--- config.mk ---
export PLATFORM = sky130hd
export DESIGN_NAME = otf_ctrl
export DESIGN_NICKNAME = d
export VERILOG_FILES = /design/src/rtl/otf_pkg.sv /design/src/rtl/otf_ctrl.sv
export SDC_FILE = /design/constraint.sdc
export NUM_CORES = 1
export LEC_CHECK = 0
export BUFFER_PORTS_ARGS = -buffer_cell sky130_fd_sc_hd__buf_2
export CORE_UTILIZATION = 47
export CTS_CLUSTER_DIAMETER = 60
export DETAILED_ROUTE_END_ITERATION = 12
export PLACE_DENSITY = 0.92
export SYNTH_ARGS = -nofsm -noshare
export SYNTH_HDL_FRONTEND = slang
export SYNTH_SLANG_ARGS = --single-unit
--- constraint.sdc ---
create_clock -name clock -period 2.3 [get_ports clock]
set_clock_uncertainty 0.15 [all_clocks]
set_input_delay 0.115 -clock clock [delete_from_list [all_inputs] [get_ports clock]]
set_output_delay 0.115 -clock clock [all_outputs]
set_load 0.05 [all_outputs]
--- src/rtl/otf_pkg.sv ---
package otf_pkg;

   localparam int unsigned HIST_DEPTH = 256;
   localparam logic [7:0] THR_INIT = 8'd128;

   localparam logic [7:0] REG_FIXED_MODE = 8'd0;
   localparam logic [7:0] REG_FIXED_THRESHOLD = 8'd1;

   typedef struct packed {
      logic pix_accept;
      logic t_clr;
      logic t_inc;
      logic rd_hist;
      logic srch_init;
      logic srch_acc;
      logic mul_x;
      logic mul_y;
      logic mul_den;
      logic sq_step;
      logic div_init;
      logic div_step;
      logic cmp;
      logic thr_load;
      logic white_clr;
      logic sweep_wr;
      logic clr_wr;
      logic frame_clr;
   } cmd_type;

   typedef struct packed {
      logic cw_zero;
      logic cw_full;
      logic t_last;
      logic sq_last;
      logic div_last;
   } sts_type;

endpackage

--- src/rtl/otf_ctrl.sv ---
module otf_ctrl (
   input  logic             clock,
   input  logic             reset,
   input  logic             req_tvalid,
   input  logic             req_tlast,
   output logic             req_tready,
   output logic             rsp_tvalid,
   input  logic             rsp_tready,
   input  logic             fixed_mode,
   input  otf_pkg::sts_type sts,
   output otf_pkg::cmd_type cmd
);

   localparam logic [3:0] S_CLR    = 4'd0;
   localparam logic [3:0] S_ACC    = 4'd1;
   localparam logic [3:0] S_DRAIN  = 4'd2;
   localparam logic [3:0] S_SR_RD  = 4'd3;
   localparam logic [3:0] S_SR_ADD = 4'd4;
   localparam logic [3:0] S_SR_CHK = 4'd5;
   localparam logic [3:0] S_MX     = 4'd6;
   localparam logic [3:0] S_MY     = 4'd7;
   localparam logic [3:0] S_MDEN   = 4'd8;
   localparam logic [3:0] S_SQ     = 4'd9;
   localparam logic [3:0] S_DIV    = 4'd10;
   localparam logic [3:0] S_CMP    = 4'd11;
   localparam logic [3:0] S_THR    = 4'd12;
   localparam logic [3:0] S_SW_RD  = 4'd13;
   localparam logic [3:0] S_SW_WR  = 4'd14;
   localparam logic [3:0] S_DINIT  = 4'd15;

   logic [3:0] state_ff, state_in;
   logic       rsp_valid_ff, rsp_valid_in;

   assign req_tready = (state_ff == S_ACC);
   assign rsp_tvalid = rsp_valid_ff;

   always_comb begin
      cmd          = '0;
      state_in     = state_ff;
      rsp_valid_in = rsp_valid_ff && !rsp_tready;
      cmd.pix_accept = req_tvalid && req_tready;
      unique case (state_ff)
         S_CLR: begin
            cmd.clr_wr = 1'b1;
            cmd.t_inc  = 1'b1;
            if (sts.t_last) begin
               state_in = S_ACC;
            end
         end
         S_ACC: begin
            if (cmd.pix_accept && req_tlast) begin
               state_in = S_DRAIN;
            end
         end
         S_DRAIN: begin
            if (!rsp_valid_ff) begin
               if (fixed_mode) begin
                  state_in = S_THR;
               end else begin
                  cmd.srch_init = 1'b1;
                  state_in      = S_SR_RD;
               end
            end
         end
         S_SR_RD: begin
            cmd.rd_hist = 1'b1;
            state_in    = S_SR_ADD;
         end
         S_SR_ADD: begin
            cmd.srch_acc = 1'b1;
            state_in     = S_SR_CHK;
         end
         S_SR_CHK: begin
            if (sts.cw_zero) begin
               if (sts.t_last) begin
                  state_in = S_THR;
               end else begin
                  cmd.t_inc = 1'b1;
                  state_in  = S_SR_RD;
               end
            end else if (sts.cw_full) begin
               state_in = S_THR;
            end else begin
               state_in = S_MX;
            end
         end
         S_MX: begin
            cmd.mul_x = 1'b1;
            state_in  = S_MY;
         end
         S_MY: begin
            cmd.mul_y = 1'b1;
            state_in  = S_MDEN;
         end
         S_MDEN: begin
            cmd.mul_den = 1'b1;
            state_in    = S_SQ;
         end
         S_SQ: begin
            cmd.sq_step = 1'b1;
            if (sts.sq_last) begin
               state_in = S_DINIT;
            end
         end
         S_DINIT: begin
            cmd.div_init = 1'b1;
            state_in     = S_DIV;
         end
         S_DIV: begin
            cmd.div_step = 1'b1;
            if (sts.div_last) begin
               state_in = S_CMP;
            end
         end
         S_CMP: begin
            cmd.cmp = 1'b1;
            if (sts.t_last) begin
               state_in = S_THR;
            end else begin
               cmd.t_inc = 1'b1;
               state_in  = S_SR_RD;
            end
         end
         S_THR: begin
            cmd.thr_load  = 1'b1;
            cmd.t_clr     = 1'b1;
            cmd.white_clr = 1'b1;
            state_in      = S_SW_RD;
         end
         S_SW_RD: begin
            cmd.rd_hist = 1'b1;
            state_in    = S_SW_WR;
         end
         S_SW_WR: begin
            cmd.sweep_wr = 1'b1;
            cmd.t_inc    = 1'b1;
            if (sts.t_last) begin
               cmd.frame_clr = 1'b1;
               rsp_valid_in  = 1'b1;
               state_in      = S_ACC;
            end else begin
               state_in = S_SW_RD;
            end
         end
         default: begin
            state_in = S_CLR;
         end
      endcase
   end

   always_ff @(posedge clock) begin
      if (reset) begin
         state_ff     <= S_CLR;
         rsp_valid_ff <= 1'b0;
      end else begin
         state_ff     <= state_in;
         rsp_valid_ff <= rsp_valid_in;
      end
   end

   a_last_stops_intake: assert property (@(posedge clock) disable iff (reset)
      (req_tvalid && req_tready && req_tlast) |=> !req_tready)
      else $error("intake open after frame end");

   a_no_overwrite: assert property (@(posedge clock) disable iff (reset)
      cmd.thr_load |-> !rsp_valid_ff)
      else $error("threshold reloaded while result pending");

   a_result_from_sweep: assert property (@(posedge clock) disable iff (reset)
      $rose(rsp_tvalid) |-> $past(state_ff == S_SW_WR))
      else $error("result raised outside sweep end");

endmodule

Word-level counts from Yosys, hierarchy flattened. Cells that the tools add are included.

Flip-flop bits (word level): 5. Input port bits: 11. Output and inout port bits: 20. Word-level logic and storage cells: 64.

Equal/unequal tests: 20. Multiplexer cells: 34. Reduce and logical (&&, ||, !) cells: 8.

Operators with widths (number): one-hot mux 4 bit (16 select lines) (1); 2-to-1 mux 4 bit (10); equality test 4 bit, second input constant (8); 2-to-1 mux 1 bit (21); equality test 4 x 3 -> 1 bit, second input constant (4); equality test 4 x 2 -> 1 bit, second input constant (2); != test 2 bit, second input constant (4); AND reduction 5 bit (1); equality test 4 x 1 -> 1 bit, second input constant (1); zero test 4 bit (1); OR reduction 2 bit (2); logical AND 1 bit (3); one-hot mux 1 bit (3 select lines) (1); 2-to-1 mux 2 bit (1); != test 2 x 1 -> 1 bit, second input constant (1); zero test 1 bit (1).

Depth between registers and ports, before layout.
Depth in word-level cells: 5. Gate-level depth with buffers: 7. Mapped depth without buffers: 5.

Least setup slack after synthesis. No wires, ideal clock.

Kind: register -> output. Start point: register state_ff[0]. End point: output port cmd[13] (netlist bit). Arrival: 2.282 ns. Data required time: 2.035 ns. Slack: -0.247 ns. Cell stages (with the launch flop): 5. Path buffers: 2. Cell sequence: dfxtp_1 buf_4 or2_4 buf_6 nor4_1.

RTL lines: from (decl) (line otf_ctrl.sv:31) `logic [3:0] state_ff, state_in;`; from (signal assigned) (line otf_ctrl.sv:156) `state_ff <= state_in;`; to (decl) (line otf_ctrl.sv:11) `output otf_pkg::cmd_type cmd`.

==> results by group <==
Timing
  – Final setup viols: 0
  – Rel. slew slack: 0.606
  – Hold Slack: 0.0228 ns
  – Post-route clock period utilization: 0.876
  – Final slew viol count: 0
  – RSZ-0062 raised after global routing: false
  – Setup TNS: 0 ns
  – Slew @ Worst Pin: 0.589 ns
  – Minimum clock period: between 2 and 2.5 ns
  – Final Hold Fails: 0
  – Fmax: around 500 MHz

Drt
  – TritonRoute pass-1 iters: 4
  – Detail Route Antenna Nets: 0
  – Vias: 705
  – Vias per cell: 5.26
  – Post-Route WL: 1550 microns
  – Post-route DRC: 0
  – Routed wire per std cell: 11.6 microns
  – DRT iter0 DRCs: 20

Clock network
  – Clock Path Buffers: 2
  – Clock latency on the worst-skew pair: 0.24 ns
  – Postcts setup bufs: 0
  – Post-CTS Hold Fix Bufs: 1
  – Total CTS buffers: 3
  – Post-CTS Resized: 0
  – Htree depth: 1
  – Clock Tree Root: clkbuf_4
  – CTS tree: built
  – CTS clock-pin slew for the worst setup and hold paths: 0.04 ns
  – Sink Count: 5

Global routing
  – Met2 usage: 0.403
  – Met1 Track Usage GR: 0.325
  – Gr usage total: 0.235
  – Initial antenna violation count: 0
  – Met3 Usage GRT: 0
  – Number of global-route vias before repair: 585
  – First-pass GRT wire length: 2500 microns
  – Largest net degree at the start of global routing: 20
  – Grt ovf: 0
  – Global route hottest layer: met2

Cells and area
  – Area growth syn-to-layout: 23.1%
  – Inserted Diodes: 0
  – Final nets: 132
  – Final core utilization: 0.650
  – Layout cells sized above 1: 0.342
  – Non-filler instance count after layout: 134

Yosys
  – Count leader, synth: nor2_1
  – Syn avg cell area: 6.58 sq um
  – Syn Inst Count: 94
  – Mux contribution to synthesized area: 0.0344
  – Synth Area in XOR/XNOR: 0
  – Most area-consuming cells after synthesis: dfxtp_1, nor2_1, nand2_1
  – Largest area contributor in the netlist: dfxtp_1
  – Main combinational cell family by area after synthesis: simple AND/OR/NAND/NOR gates
  – Share of async-settable or async-resettable flops after synthesis: 0
  – Netlist cell types: 34
  – Netlist Area Pre-Place: 618 sq um
  – Post-synthesis sequential area ratio: 0.162
  – Synth top area share: 0.162
  – Synthesized flop and latch total: 5
  – Syn nets: around 110
  – Prevailing post-synth register cell: dfxtp_1
  – Post-synthesis simple-gate area fraction: 0.417
  – EDFF count, synth: 0
  – Synth top cells by count: nor2_1, nand2_1, o21ai_0, a21oi_1, dfxtp_1
  – Synth warnings: 0
  – Synth Area in Adders: 0
  – Compound-cell area share of the yosys netlist: 0.249

Setup path
  – Crit path max fanout: 19
  – Crit path launch type: flop
  – Worst setup EP type: output port
  – Req. time, crit path: 2.04 ns
  – Delay-heaviest family, CP: flip-flops
  – Crit-path cells: nand2b_1 > nor2_1 > and2_1 > buf_2
  – Crit path kind: flop to output port
  – Crit-path slowest cell: dfxtp_1
  – Worst path max stage delay: approximately 0.7 ns
  – WP buf/inv: 1
  – Worst EP arrival: 1.75 ns

Place
  – Dpl cells: 129
  – RePlAce Congestion: 0.884
  – Buffers on Ports: 30
  – Final HPWL from detailed placement: about 1200 microns

Hold path
  – Worst min path class: primary input to flop

Pwr
  – Worst ir drop on vdd: 0.000291 V
  – P per Cell Area: 404 mW/mm^2
  – Leak pwr: 0.367 nW

Floorplanning
  – Die Ht: 38.3 microns
  – Initial Utilization: 0.528
  – Top Ports: 31
  – Die width: 38.3 microns
  – Core area: between 0.001 and 0.0015 sq mm
  – Core Rows: 12
  – Die ar.: 0.00146 sq mm

Status
  – Status: completed

Flow run
  – Number of max-cap violations: 0
## metal layers
metal	vias up	share of wire
li1	375	-
met1	305	0.46
met2	25	0.50
met3	0	0.043
met4	0	0
met5	-	0
## final timing paths
path                                          startpoint  slack, ns  depth (start not counted)                       end
worst max-delay path            state_ff[3]$_SDFFE_PP0P_       0.29                          4                    cmd[0]
worst min-delay path                          rsp_tready       0.02                          4     rsp_tvalid$_SDFF_PP0_
worst max register to register  state_ff[3]$_SDFFE_PP0P_       0.38                          5  state_ff[2]$_SDFFE_PP0P_
worst min register to register     rsp_tvalid$_SDFF_PP0_       0.42                          2     rsp_tvalid$_SDFF_PP0_
## worst min-delay path: cells and delay by family
kind	cells	cell delay, ns
compound gates	1	0.05
buf+inv	2	0.13
simple gates	1	0.07
## logic make-up after synthesis
kind of cell / Yosys count
multiplexers: 2
AO/OA/AOI/OAI: 23
flip-flops: 5
buffers and inverters: 13
AND/OR/NAND/NOR: 51
## state kept, by name, indices dropped and copies added (netlist names)
signal	count
rsp_tvalid	1
state_ff	4
## layout make-up
type / count / area (sq um)
Clock buffer: 4 / 26.3
Fill cell: 105 / 410
Inverter: 4 / 17.5
Multi-Input combinational cell: 76 / 439
Sequential cell: 5 / 100
Tap cell: 14 / 17.5
Timing Repair Buffer: 31 / 160
## through the flow
| stage | total power, W | setup slack (ns) | area [sq um] |
|---|---|---|---|
| final | 0.000308 | 0.286 | 761 |
| after global routing | 0.000326 | 0.157 | 761 |
| after CTS | 0.000312 | 0.306 | 761 |
| after global placement | 0.000206 | 0.530 | 724 |
| after floorplan | 0.000189 | 0.0477 | 624 |
| after detailed placement | 0.000208 | 0.428 | 724 |
## where the power goes
| group | internal (W) | switching (W) | leakage, nW |
|---|---|---|---|
| clock | 0.0000655 | 0.0000338 | 0.0150 |
| combinational | 0.0000378 | 0.0000690 | 0.312 |
| sequential | 0.0000900 | 0.0000117 | 0.0406 |
| total | 0.000193 | 0.000114 | 0.367 |
## layout by cell type, fill, tap and decap left out, drive strengths merged, types with 2 or more instances in the layout
master,count
nor2,19
nand2,12
nor3,4
inv,4
clkbuf,4
nand3,3
o211ai,2
nor2b,4
dfxtp,5
o21ai,8
and2,3
buf,30
o21ba,2
a21oi,6
Note: power is estimated with default switching activity, not from simulation.
